**config.mk**
```make
export PLATFORM = sky130hd
export DESIGN_NAME = ptea_seq
export DESIGN_NICKNAME = d
export VERILOG_FILES = /design/src/rtl/ptea_pkg.sv /design/src/rtl/ptea_seq.sv
export SDC_FILE = /design/constraint.sdc
export NUM_CORES = 1
export LEC_CHECK = 0
export BUFFER_PORTS_ARGS = -buffer_cell sky130_fd_sc_hd__buf_2
export CAP_MARGIN = 20
export CORE_AREA = 5 5 141 143
export DETAILED_ROUTE_END_ITERATION = 16
export DIE_AREA = 0 0 146 148
export GPL_TIMING_DRIVEN = 0
export PLACE_DENSITY = 0.85
export REMOVE_ABC_BUFFERS = 1
export SLEW_MARGIN = 15
export SYNTH_ARGS = -nofsm -noshare
export SYNTH_HDL_FRONTEND = slang
export SYNTH_SLANG_ARGS = --single-unit
```
**constraint.sdc**
```tcl
create_clock -name clk -period 13.56 [get_ports clk]
set_input_delay 4.068 -clock clk [delete_from_list [all_inputs] [get_ports clk]]
set_output_delay 4.068 -clock clk [all_outputs]
set_load 0.01 [all_outputs]
```
**src/rtl/ptea_pkg.sv**
```systemverilog
// ============================================================================
// ptea_pkg: shared types and constants for the table entry allocator
// Table geometry, command and result codes, channel payloads and the
// control bundle between the sequencer and the entry table.
// ============================================================================
package ptea_pkg;

    // Table geometry
    localparam int NUM_INTERFACES        = 4;
    localparam int ENTRIES_PER_INTERFACE = 64;
    localparam int TABLE_SIZE            = NUM_INTERFACES * ENTRIES_PER_INTERFACE;
    localparam int TAB_AW                = $clog2(TABLE_SIZE);

    // Free-map scan: one chunk of entries per cycle through the priority unit
    localparam int SCAN_W     = (ENTRIES_PER_INTERFACE < 16) ? ENTRIES_PER_INTERFACE : 16;
    localparam int NUM_CHUNKS = (ENTRIES_PER_INTERFACE + SCAN_W - 1) / SCAN_W;
    localparam int CHUNK_AW   = (NUM_CHUNKS > 1) ? $clog2(NUM_CHUNKS) : 1;
    localparam int SEL_W      = $clog2(SCAN_W);

    // Entry position within one interface, wide enough for any scan position
    localparam int J_W = 9;

    // Field widths
    localparam int CMD_W    = 2;
    localparam int NI_W     = 3;
    localparam int CODE_W   = 3;
    localparam int IDX_W    = 8;
    localparam int WORD_W   = 32;
    localparam int RC_W     = 3;
    localparam int ST_W     = 2;
    localparam int MASK_W   = 4;
    localparam int MASK_AW  = 2;
    localparam int MAXI_W   = 6;
    localparam int CFG_AW   = 2;
    localparam int CFG_DW   = 6;

    typedef enum logic [CMD_W-1:0] {
        CMD_ALLOC = 2'd0,
        CMD_FREE  = 2'd1,
        CMD_QUERY = 2'd2
    } cmd_t;

    typedef enum logic [RC_W-1:0] {
        RC_OK        = 3'd0,
        RC_NO_INIT   = 3'd1,
        RC_ARG       = 3'd2,
        RC_EQ_NEEDED = 3'd3,
        RC_IN_USE    = 3'd4,
        RC_FULL      = 3'd5
    } rc_t;

    typedef enum logic [ST_W-1:0] {
        ST_FREE    = 2'd0,
        ST_ENABLED = 2'd1
    } status_t;

    typedef enum logic [CFG_AW-1:0] {
        REG_INITIALIZED = 2'd0,
        REG_NI_ACTIVE   = 2'd1,
        REG_MAX_INDEX   = 2'd2
    } reg_idx_t;

    typedef enum logic [2:0] {
        S_IDLE,
        S_CHECK,
        S_SCAN,
        S_READ,
        S_DONE
    } seq_state_t;

    typedef struct packed {
        logic [CMD_W-1:0]  command;
        logic [NI_W-1:0]   ni_index;
        logic [CODE_W-1:0] handle_code;
        logic              any_index;
        logic [IDX_W-1:0]  entry_index;
        logic [WORD_W-1:0] options;
        logic              flow_control;
        logic [WORD_W-1:0] evq_handle;
        logic              eq_is_none;
        logic              eq_valid;
        logic              lists_busy;
    } req_t;

    typedef struct packed {
        logic [RC_W-1:0]   result_code;
        logic [IDX_W-1:0]  index_out;
        logic [ST_W-1:0]   status_out;
        logic [WORD_W-1:0] eq_out;
        logic [WORD_W-1:0] options_out;
    } rsp_t;

    typedef struct packed {
        logic [CFG_AW-1:0] index;
        logic [CFG_DW-1:0] value;
    } cfg_t;

    typedef struct packed {
        logic              initialized;
        logic [MASK_W-1:0] ni_active_mask;
        logic [MAXI_W-1:0] max_index;
    } cfg_regs_t;

    // Sequencer to table control bundle
    typedef struct packed {
        logic              set_used;
        logic              clr_used;
        logic              wr_en;
        logic              rd_en;
        logic [TAB_AW-1:0] addr;
        logic [WORD_W-1:0] eq;
        logic [WORD_W-1:0] opts;
    } tbl_op_t;

    // Flat table address of entry j of interface ni
    function automatic logic [TAB_AW-1:0] entry_addr(input logic [NI_W-1:0] ni,
                                                     input logic [J_W-1:0]  j);
        logic [TAB_AW+J_W-1:0] full;
        full = (TAB_AW+J_W)'(ni) * (TAB_AW+J_W)'(ENTRIES_PER_INTERFACE)
             + (TAB_AW+J_W)'(j);
        return full[TAB_AW-1:0];
    endfunction

    // Entry position usable under the current highest index
    function automatic logic index_ok(input logic [J_W-1:0]    j,
                                      input logic [MAXI_W-1:0] max_idx);
        return (j <= J_W'(max_idx)) && (j < J_W'(ENTRIES_PER_INTERFACE));
    endfunction

endpackage

```
**src/rtl/ptea_seq.sv**
```systemverilog
// ============================================================================
// ptea_seq: command sequencer
// Checks a request, drives the table, scans the free map one chunk a cycle
// through a shared priority unit and holds the response in an output register.
// ============================================================================
module ptea_seq (
    input  logic                           clk,
    input  logic                           rst_n,
    input  ptea_pkg::cfg_regs_t            regs,
    input  logic                           req_valid,
    output logic                           req_ready,
    input  ptea_pkg::req_t                 req_data,
    output logic                           rsp_valid,
    input  logic                           rsp_ready,
    output ptea_pkg::rsp_t                 rsp_data,
    output ptea_pkg::tbl_op_t              op,
    output logic [ptea_pkg::TAB_AW-1:0]    chunk_addr,
    input  logic                           used_bit,
    input  logic [ptea_pkg::SCAN_W-1:0]    chunk_used,
    input  logic [ptea_pkg::WORD_W-1:0]    rd_eq,
    input  logic [ptea_pkg::WORD_W-1:0]    rd_opts
);

    ptea_pkg::seq_state_t              state_reg, state_next;
    ptea_pkg::req_t                    req_reg;
    logic [ptea_pkg::CHUNK_AW-1:0]     chunk_reg, chunk_next;
    ptea_pkg::rsp_t                    res_reg, res_next;
    logic                              rsp_valid_reg, rsp_valid_next;
    ptea_pkg::rsp_t                    rsp_data_reg, rsp_data_next;

    // Check results
    ptea_pkg::rc_t                     chk_rc;
    logic                              chk_write;
    logic                              chk_clear;
    logic                              chk_scan;
    logic                              chk_read;
    logic [ptea_pkg::J_W-1:0]          j_req;

    // Scan unit
    logic [ptea_pkg::J_W-1:0]          scan_base_j;
    logic [ptea_pkg::J_W-1:0]          next_start;
    logic [ptea_pkg::J_W-1:0]          hit_j;
    logic [ptea_pkg::SCAN_W-1:0]       cand;
    logic [ptea_pkg::SEL_W-1:0]        first;
    logic                              hit;
    logic                              scan_last;

    logic                              req_fire;

    assign req_ready = (state_reg == ptea_pkg::S_IDLE);
    assign req_fire  = req_valid && req_ready;
    assign j_req     = ptea_pkg::J_W'(req_reg.entry_index);

    // Argument checks and command decode
    always_comb
    begin
        logic ni_ok;
        logic active;
        logic idx_ok;
        ni_ok     = {1'b0, req_reg.ni_index} < 4'(ptea_pkg::NUM_INTERFACES);
        active    = ({1'b0, req_reg.ni_index} < 4'(ptea_pkg::MASK_W)) &&
                    regs.ni_active_mask[req_reg.ni_index[ptea_pkg::MASK_AW-1:0]];
        idx_ok    = ptea_pkg::index_ok(j_req, regs.max_index);
        chk_rc    = ptea_pkg::RC_OK;
        chk_write = 1'b0;
        chk_clear = 1'b0;
        chk_scan  = 1'b0;
        chk_read  = 1'b0;
        if (!regs.initialized)
        begin
            chk_rc = ptea_pkg::RC_NO_INIT;
        end
        else if (!ni_ok || req_reg.handle_code != '0 || !active)
        begin
            chk_rc = ptea_pkg::RC_ARG;
        end
        else
        begin
            case (req_reg.command)
                ptea_pkg::CMD_ALLOC:
                begin
                    if (req_reg.eq_is_none && req_reg.flow_control)
                    begin
                        chk_rc = ptea_pkg::RC_EQ_NEEDED;
                    end
                    else if (!req_reg.eq_valid)
                    begin
                        chk_rc = ptea_pkg::RC_ARG;
                    end
                    else if (req_reg.any_index)
                    begin
                        chk_scan = 1'b1;
                    end
                    else if (!idx_ok)
                    begin
                        chk_rc = ptea_pkg::RC_ARG;
                    end
                    else if (used_bit)
                    begin
                        chk_rc = ptea_pkg::RC_IN_USE;
                    end
                    else
                    begin
                        chk_write = 1'b1;
                    end
                end
                ptea_pkg::CMD_FREE:
                begin
                    if (req_reg.any_index || !idx_ok)
                    begin
                        chk_rc = ptea_pkg::RC_ARG;
                    end
                    else if (req_reg.lists_busy)
                    begin
                        chk_rc = ptea_pkg::RC_IN_USE;
                    end
                    else if (!used_bit)
                    begin
                        chk_rc = ptea_pkg::RC_ARG;
                    end
                    else
                    begin
                        chk_clear = 1'b1;
                    end
                end
                ptea_pkg::CMD_QUERY:
                begin
                    if (req_reg.any_index || !idx_ok)
                    begin
                        chk_rc = ptea_pkg::RC_ARG;
                    end
                    else
                    begin
                        chk_read = 1'b1;
                    end
                end
                default:
                begin
                    chk_rc = ptea_pkg::RC_ARG;
                end
            endcase
        end
    end

    // Lowest free entry in the current chunk
    always_comb
    begin
        logic [ptea_pkg::J_W-1:0] j;
        j           = '0;
        scan_base_j = ptea_pkg::J_W'(chunk_reg) * ptea_pkg::J_W'(ptea_pkg::SCAN_W);
        next_start  = scan_base_j + ptea_pkg::J_W'(ptea_pkg::SCAN_W);
        chunk_addr  = ptea_pkg::entry_addr(req_reg.ni_index, scan_base_j);
        for (int b = 0; b < ptea_pkg::SCAN_W; b++)
        begin
            j       = scan_base_j + ptea_pkg::J_W'(b);
            cand[b] = !chunk_used[b] && ptea_pkg::index_ok(j, regs.max_index);
        end
        first = '0;
        for (int b = ptea_pkg::SCAN_W - 1; b >= 0; b--)
        begin
            if (cand[b])
            begin
                first = ptea_pkg::SEL_W'(b);
            end
        end
        hit       = |cand;
        hit_j     = scan_base_j + ptea_pkg::J_W'(first);
        scan_last = (chunk_reg == ptea_pkg::CHUNK_AW'(ptea_pkg::NUM_CHUNKS - 1)) ||
                    !ptea_pkg::index_ok(next_start, regs.max_index);
    end

    // Next state
    always_comb
    begin
        state_next = state_reg;
        case (state_reg)
            ptea_pkg::S_IDLE:
            begin
                if (req_valid)
                begin
                    state_next = ptea_pkg::S_CHECK;
                end
            end
            ptea_pkg::S_CHECK:
            begin
                if (chk_scan)
                begin
                    state_next = ptea_pkg::S_SCAN;
                end
                else if (chk_read)
                begin
                    state_next = ptea_pkg::S_READ;
                end
                else
                begin
                    state_next = ptea_pkg::S_DONE;
                end
            end
            ptea_pkg::S_SCAN:
            begin
                if (hit || scan_last)
                begin
                    state_next = ptea_pkg::S_DONE;
                end
            end
            ptea_pkg::S_READ:
            begin
                state_next = ptea_pkg::S_DONE;
            end
            ptea_pkg::S_DONE:
            begin
                if (!rsp_valid_reg || rsp_ready)
                begin
                    state_next = ptea_pkg::S_IDLE;
                end
            end
            default:
            begin
                state_next = ptea_pkg::S_IDLE;
            end
        endcase
    end

    // Table control, result and response register
    always_comb
    begin
        op             = '0;
        op.addr        = ptea_pkg::entry_addr(req_reg.ni_index, j_req);
        op.eq          = req_reg.evq_handle;
        op.opts        = req_reg.options;
        res_next       = res_reg;
        chunk_next     = chunk_reg;
        rsp_valid_next = rsp_valid_reg && !rsp_ready;
        rsp_data_next  = rsp_data_reg;
        case (state_reg)
            ptea_pkg::S_CHECK:
            begin
                op.set_used          = chk_write;
                op.wr_en             = chk_write;
                op.clr_used          = chk_clear;
                op.rd_en             = chk_read;
                chunk_next           = '0;
                res_next             = '0;
                res_next.result_code = chk_rc;
                if (chk_write || chk_clear)
                begin
                    res_next.index_out = req_reg.entry_index;
                end
                if (chk_write)
                begin
                    res_next.status_out = ptea_pkg::ST_ENABLED;
                end
            end
            ptea_pkg::S_SCAN:
            begin
                chunk_next = chunk_reg + 1'b1;
                if (hit)
                begin
                    op.addr             = ptea_pkg::entry_addr(req_reg.ni_index, hit_j);
                    op.set_used         = 1'b1;
                    op.wr_en            = 1'b1;
                    res_next            = '0;
                    res_next.index_out  = hit_j[ptea_pkg::IDX_W-1:0];
                    res_next.status_out = ptea_pkg::ST_ENABLED;
                end
                else if (scan_last)
                begin
                    res_next             = '0;
                    res_next.result_code = ptea_pkg::RC_FULL;
                end
            end
            ptea_pkg::S_READ:
            begin
                res_next           = '0;
                res_next.index_out = req_reg.entry_index;
                if (used_bit)
                begin
                    res_next.status_out  = ptea_pkg::ST_ENABLED;
                    res_next.eq_out      = rd_eq;
                    res_next.options_out = rd_opts;
                end
            end
            ptea_pkg::S_DONE:
            begin
                if (!rsp_valid_reg || rsp_ready)
                begin
                    rsp_valid_next = 1'b1;
                    rsp_data_next  = res_reg;
                end
            end
            default:
            begin
            end
        endcase
    end

    always_ff @(posedge clk or negedge rst_n)
    begin
        if (!rst_n)
        begin
            state_reg     <= ptea_pkg::S_IDLE;
            chunk_reg     <= '0;
            rsp_valid_reg <= 1'b0;
        end
        else
        begin
            state_reg     <= state_next;
            chunk_reg     <= chunk_next;
            rsp_valid_reg <= rsp_valid_next;
        end
    end

    // Payload registers
    always_ff @(posedge clk)
    begin
        if (req_fire)
        begin
            req_reg <= req_data;
        end
        res_reg      <= res_next;
        rsp_data_reg <= rsp_data_next;
    end

    assign rsp_valid = rsp_valid_reg;
    assign rsp_data  = rsp_data_reg;

    // An accepted request always enters the check step
    a_accept_to_check: assert property (@(posedge clk) disable iff (!rst_n)
        req_fire |=> state_reg == ptea_pkg::S_CHECK)
        else $error("accepted request did not enter check");

    // The scan never runs beyond the last chunk
    a_scan_bound: assert property (@(posedge clk) disable iff (!rst_n)
        state_reg == ptea_pkg::S_SCAN |->
            chunk_reg <= ptea_pkg::CHUNK_AW'(ptea_pkg::NUM_CHUNKS - 1))
        else $error("scan past last chunk");

    // A flag is never set and cleared together, and writes go with a set
    a_table_op: assert property (@(posedge clk) disable iff (!rst_n)
        !(op.set_used && op.clr_used) && (op.wr_en == op.set_used))
        else $error("inconsistent table operation");

    // A response appears only out of the done step
    a_rsp_from_done: assert property (@(posedge clk) disable iff (!rst_n)
        $rose(rsp_valid_reg) |-> $past(state_reg == ptea_pkg::S_DONE))
        else $error("response raised outside done step");

endmodule

```
==> summary.txt, run 1 <==
Global routing
  – GRT Overall Usage: between 20% and 30%
  – Largest net degree at the start of global routing: 46
  – Initial antenna violation count: 1
  – First-pass GRT wire length: ~35,000 µm
  – Vias in the first global route: between 6k and 7k
  – Grt ovf: 0

Clock tree
  – CTS resizes: 0
  – Hold_buf cts: 0
  – CTS tree: done
  – Clock Root Buffer: clkbuf_16
  – H-tree Lvls: 1
  – Postcts setup bufs: 0
  – Clk slew on worst S/H paths: around 0.06 ns
  – Clk sink count: about 240
  – TritonCTS buffer count: 25
  – Worst-skew pair later-pin latency: approximately 0.52 ns
  – Longest Clk Path Bufs: 3

Floorplanning
  – Core area: 18,500 µm²
  – Number of I/O pins: approximately 340
  – Starting density of the core: a little over half
  – Die H: about 150 µm
  – Die Wd: roughly 150 µm
  – FP Rows: 50
  – Die ar.: 21,600 µm²

Power and ir drop
  – Cell area power density: about 160 nW/µm²
  – VDD IR max: roughly 150 µV
  – LEAKAGE: roughly 5.0 nW

Setup path
  – Reg2Reg Launch Point: chunk_reg[0]$_DFFE_PN0P_
  – Worst Setup SP: regs[5]
  – CP Cell Sequence: buf_2, inv_1, ha_1, nor4bb_2, nor2_1, a211oi_2, or4b_4, o31ai_4, mux2_2, buf_2
  – Slowest cell on crit path: nor4bb_2
  – FF-to-FF setup slack: between 8 and 9 ns
  – Worst EP arrival: roughly 7.7 ns
  – CP endpoint: op[70]
  – CP Max Fanout: 13
  – Largest stage delay, worst path: 0.80 ns
  – Worst setup EP type: output port
  – Reg2Reg Depth: 12
  – Critical Path Start Type: input pin
  – Reg2reg end: res_reg[40]$_DFFE_PP_
  – Critical path type: input pin to output port
  – CP most frequent cell: buf_2
  – Crit path required time: around 9.5 ns

Logic synthesis
  – Syn avg cell area: 15.7 µm²
  – Post-Synth Simple-Gate Area: 9.67%
  – Post-Synth Adder-Cell Area: 1.73%
  – Yosys warns: 0
  – Post-synth EDFFs: about 240
  – Fraction of registers with async set/reset: around 2.5%
  – Ys flop type: edfxtp_1
  – Synthesized instance count: 627
  – Area share of xor/xnor cells in the synthesized design: less than 1%
  – Flops & latches, synth: 243
  – Seq/Total Area, Yosys: between 70 and 80%
  – Main combinational cell family by area after synthesis: simple AND/OR/NAND/NOR gates
  – Unique masters post-synth: between 70 and 80
  – Mux contribution to synthesized area: less than 1%
  – Mapped Area: approximately 10000 µm²
  – Compound-gate portion of the synthesized area: approximately 6.8%

Finish
  – Final Instance Area: about 12,000 µm²
  – Final net count: about 1.1k
  – Share of layout cells above drive strength 1: between 40% and 50%
  – Utilization after layout: approximately two thirds
  – Synth-to-Final Area Change: 24.1%

Status
  – Outcome: finished clean

Timing
  – Max-slew violations: 0
  – RSZ-0062 raised after global routing: false
  – Worst Tran Pin Value: 0.881 ns
  – Final setup violation count: 0
  – Setup tns final: 0 ns
  – Skew final: roughly 0.011 ns
  – Tcrit/Tclk final: 86.5%
  – Hold Slack: about 0.41 ns
  – Final Hold Fails: 0
  – Max Fclk: 85.3 MHz
  – Crit path time final: 11.73 ns
  – Max-slew headroom: 41.1%

Route
  – Final ANT Viol Nets: 0
  – Drt pass-1 iters: 7
  – Wire per inst: between 20 and 25 µm
  – Initial DRC count: 510
  – Via count: approximately 6.2k
  – Routed Wire Length: 23,700 µm
  – Vias/cell: ~5.3
  – DRC viols: 0

Run
  – Max-cap violation count: 0

Min path
  – Worst Hold Path Cells: 0
  – HP Class: flip-flop to flip-flop

Place
  – Gpl congestion: ~0.95
  – DP HPWL: around 18,000 µm
  – Placed instance area: about 11,000 µm²
  – # port buffers: 338
==> worst min path at each step <==
stage	start	to	slack [ns]
after floorplan	res_reg[0]$_DFFE_PP_	rsp_data[0]$_DFFE_PP_	0.40
after global placement	res_reg[46]$_DFFE_PP_	rsp_data[46]$_DFFE_PP_	0.40
after detailed placement	res_reg[0]$_DFFE_PP_	rsp_data[0]$_DFFE_PP_	0.40
after CTS	res_reg[7]$_DFFE_PP_	rsp_data[7]$_DFFE_PP_	0.41
after global routing	res_reg[19]$_DFFE_PP_	rsp_data[19]$_DFFE_PP_	0.42
final	res_reg[7]$_DFFE_PP_	rsp_data[7]$_DFFE_PP_	0.41
==> worst max-delay path, delay by kind of cell <==
family | cells | cell delay, ns
and+or+nand+nor | 3 | 1.50
muxes | 1 | 0.40
AOI/OAI and AO/OA | 2 | 0.90
adders and majority gates | 1 | 0.45
buffers and inverters | 3 | 0.32
==> cell usage in the layout, fill, tap and decap left out, types with 5 or more instances in the layout <==
cell type / netlist / layout
buf_2: 2 / 338
clkbuf_1: 14 / 6
nand2_1: 26 / 26
buf_4: 73 / 6
conb_1: 1 / 5
nand3_1: 11 / 11
clkinv_1: 1 / 5
ha_1: 12 / 12
inv_1: 15 / 15
o21ai_0: 15 / 15
nor3_1: 8 / 7
clkbuf_16: 0 / 25
a21oi_1: 17 / 17
a21o_1: 9 / 9
and2_1: 67 / 66
a2111oi_0: 5 / 5
dfrtp_1: 6 / 6
edfxtp_1: 237 / 237
nor2_1: 18 / 17
==> report_power, final <==
part	switching, mW	internal, mW
Combinational	0.179	0.107
Sequential	0.0399	0.978
Clock	0.268	0.397
Total	0.487	1.48
==> Yosys cell counts, types with 9 or more instances <==
| library cell | n | area, µm² |
|---|---|---|
| nand3_1 | 11 | 55.1 |
| inv_1 | 15 | 56.3 |
| a21oi_1 | 17 | 85.1 |
| a21o_1 | 9 | 67.6 |
| o21ai_0 | 15 | 75.1 |
| clkbuf_1 | 14 | 52.6 |
| edfxtp_1 | 237 | 7120 |
| ha_1 | 12 | 150 |
| nor2_1 | 18 | 67.6 |
| and2_1 | 67 | 419 |
| nand2_1 | 26 | 97.6 |
| buf_4 | 73 | 548 |
==> layout make-up <==
type	count	area (µm²)
inverter	16	60.1
sequential	243	7270
fill	1326	6250
antenna	1	2.50
tap	234	293
multi-input combinational	281	1910
timing repair buffer	350	1870
clock inverter	14	154
clock buffer	31	648
==> metal layers <==
metal	global-route usage, %	vias to the layer above	wire length [µm]
met1	24.5	2892	8470
met2	36.6	361	11700
met4	7.81	0	728
met3	7.42	54	2750
met5	0	-	0
li1	-	2849	-
==> kinds of logic after synthesis <==
kind of cell             after synthesis
XOR/XNOR                               2
AND/OR/NAND/NOR                      165
AO/OA/AOI/OAI                         92
multiplexers                           4
other                                  1
adder cells (fa/ha/maj)               13
flip-flops                           243
buffers and inverters                107
==> per-stage QoR <==
stage          power (mW)  setup WS, ns  instances
3_3_place_gp         1.31         -1.45       1112
4_1_cts              1.99          1.84       1169
3_5_place_dp         1.32          1.84       1124
5_1_grt              2.06          1.61       1170
2_1_floorplan        1.17          1.45        540
6_report             1.97          1.83       1170
No activity file was read; power rests on OpenSTA's default activity.
==> run 2: changes to the inputs <==
--- a/config.mk
+++ b/config.mk
@@ -5,13 +5,13 @@
 export SDC_FILE = /design/constraint.sdc
 export NUM_CORES = 1
 export LEC_CHECK = 0
-export BUFFER_PORTS_ARGS = -buffer_cell sky130_fd_sc_hd__buf_2
 export CAP_MARGIN = 20
-export CORE_AREA = 5 5 141 143
+export CORE_AREA = 5 5 135 137
 export DETAILED_ROUTE_END_ITERATION = 16
-export DIE_AREA = 0 0 146 148
+export DIE_AREA = 0 0 140 142
+export DONT_BUFFER_PORTS = 1
 export GPL_TIMING_DRIVEN = 0
-export PLACE_DENSITY = 0.85
+export PLACE_DENSITY = 0.74
 export REMOVE_ABC_BUFFERS = 1
 export SLEW_MARGIN = 15
 export SYNTH_ARGS = -nofsm -noshare
==> run 2 against run 1 <==
  * First-iteration DRC count fell by 30%
  * Design area shrank 14%
  * Clock skew shrank 0.0040 ns
  * Worst setup slack better by 0.29 ns
==> summary.txt, run 2 (synthesized netlist as in run 1, its figures left out) <==
Min path
  – Min-Delay Startpoint: res_reg[27]$_DFFE_PP_
  – HP Class: flip-flop to flip-flop
  – Worst Hold Path Cells: 0 (unchanged)
  – Worst Hold End: rsp_data[27]$_DFFE_PP_

Setup path
  – Reg2reg end: res_reg[46]$_DFFE_PP_
  – Crit path required time: 9.49 ns (about the same)
  – CP Max Fanout: 13 (unchanged)
  – Critical Path Start Type: input pin
  – Worst EP arrival: 7.37 ns (-0.29 ns)
  – Worst setup EP type: output port
  – FF-to-FF setup slack: 8.95 ns (+0.22 ns)
  – Reg2Reg Depth: 13 (+1)
  – Critical path type: input pin to output port
  – Reg2Reg Launch Point: chunk_reg[0]$_DFFE_PN0P_

Finish
  – Commonest non-fill, non-tap cell in the layout: edfxtp_1
  – FF/Latch Area: 7270 µm² (unchanged)
  – Multi-input logic area: 1900 µm² (-0.33%)
  – Final net count: 773 (-30%)
  – Most frequent cells in the layout: edfxtp_1 (237), and2_1 (66), nand2_1 (26)
  – Utilization after layout: 61.8% (-4.3 points)
  – # fillers: 1,269 (-4.3%)
  – Synth-to-Final Area Change: 6.53%
  – Share of layout cells above drive strength 1: 11.6% (-32 points)
  – Final Instance Area: 10,500 µm² (-14%)

Power and ir drop
  – VDD IR max: 101 µV (-34%)
  – Cell area power density: 176 nW/µm² (+9.4%)
  – Final Total Pwr: 1.85 mW (-6.1%)
  – LEAKAGE: 3.66 nW (-27%)

Floorplanning
  – Die ar.: 19,900 µm² (-8.0%)
  – Number of I/O pins: 344 (unchanged)
  – Starting density of the core: 58.1% (+4.8 points)
  – Core area: 16,900 µm² (-8.2%)
  – Die H: 142 µm (-4.1%)
  – FP Rows: 48 (-4.0%)
  – Die Wd: 140 µm (-4.1%)

Route
  – Routed Wire Length: 22,300 µm (-5.8%)
  – Final ANT Viol Nets: 0 (unchanged)
  – Vias/cell: 5.95 (+13%)
  – DRC viols: 0 (unchanged)
  – Via count: 4,889 (-21%)
  – Initial DRC count: 357 (-30%)
  – Drt pass-1 iters: 4 (-3)
  – Wire per inst: 27.1 µm (+34%)

Timing
  – Max Fclk: 87.4 MHz (+2.6%)
  – Crit path time final: 11.44 ns (-0.292 ns)
  – Skew final: 0.00749 ns (-0.00395 ns)
  – Max-slew headroom: 41.4% (+0.32 points)
  – Final setup violation count: 0 (unchanged)
  – Tcrit/Tclk final: 84.4% (-2.2 points)
  – RSZ-0062 raised after global routing: false
  – Max-slew violations: 0 (unchanged)
  – Final Hold Fails: 0 (unchanged)
  – Worst Tran Pin Value: 0.857 ns (-0.0247 ns)

Global routing
  – GRT Overall Usage: 21.5% (+0.32 points)
  – Largest net degree at the start of global routing: 63 (+37%)
  – Grt ovf: 0 (unchanged)
  – Initial antenna violation count: 1 (unchanged)
  – Vias in the first global route: 5,060 (-20%)
  – First-pass GRT wire length: 32,200 µm (-8.9%)

Clock tree
  – Clk slew on worst S/H paths: 0.06 ns (about the same)
  – Clk sink count: 243 (unchanged)
  – Postcts setup bufs: 0 (unchanged)
  – H-tree Lvls: 1 (unchanged)
  – CTS resizes: 0 (unchanged)
  – Hold_buf cts: 0 (unchanged)
  – Worst-skew pair later-pin latency: 0.49 ns (-0.03 ns)
  – Longest Clk Path Bufs: 3 (unchanged)
  – Clock Root Buffer: clkbuf_16
  – CTS tree: done
  – TritonCTS buffer count: 23 (-8.0%)

Place
  – # port buffers: 0 (-100%)
  – Placed instance area: 9710 µm² (-15%)
  – DP HPWL: 16,800 µm (-6.6%)
  – Gpl congestion: 0.896 (-5.7%)

Status
  – Outcome: finished clean

Run
  – Max-cap violation count: 0 (unchanged)
[run 2: per-stage QoR]
| step | std cells | hold WS [ns] | setup TNS (ns) | worst slack, ns |
|---|---|---|---|---|
| final | 822 | 0.419 | 0 | 2.12 |
| after global routing | 821 | 0.424 | 0 | 1.94 |
| after CTS | 819 | 0.420 | 0 | 1.77 |
| after detailed placement | 778 | 0.405 | 0 | 1.78 |
| after global placement | 765 | 0.400 | -57.58 | -0.761 |
| after floorplan | 540 | 0.400 | 0 | 1.45 |
[run 2: layout make-up]
| class | count | area share [%] |
|---|---|---|
| diodes | 2 | 0.0478 |
| clock buffers | 26 | 5.60 |
| clock inverters | 15 | 1.55 |
| inverters | 16 | 0.573 |
| multi-input cells | 281 | 18.2 |
| flip-flops and latches | 243 | 69.4 |
| well taps | 225 | 2.69 |
| repair buffers | 14 | 1.98 |
[run 2: power breakdown]
group          internal [mW]  switching, mW
combinational         0.0471          0.101
clock                  0.370          0.258
sequential             0.983         0.0894
total                   1.40          0.448
[run 2: metal layers]
layer  routed length (µm)  vias to the layer above  global-route usage, %  share of wire (%)
li1                     -                     2179                      -                  -
met1                 7990                     2377                   25.1                 36
met2                11300                      297                   37.0                 51
met3                 2440                       36                   8.80                 11
met4                  609                        0                   6.22                2.7
met5                    0                        -                      0                  0
[run 2: critical path, stage by stage]
cell       delay [ns]
inv_1            0.04
ha_1             0.45
nor3b_2          0.55
a2111oi_0        0.24
a211oi_2         0.33
or4b_4           0.55
o31ai_4          0.64
a2111oi_0        0.24
a21o_1           0.25
[run 2: how the worst max path moves through the flow]
stage                       start                   end  slack, ns  cells after the start
after floorplan           regs[5]  res_reg[0]$_DFFE_PP_       1.45                      9
after CTS                 regs[5]                op[64]       1.77                      9
after detailed placement  regs[5]                op[64]       1.78                      9
after global routing      regs[5]                op[64]       1.94                      9
after global placement    regs[5]  res_reg[3]$_DFFE_PP_      -0.76                      9
final                     regs[5]                op[64]       2.12                      9
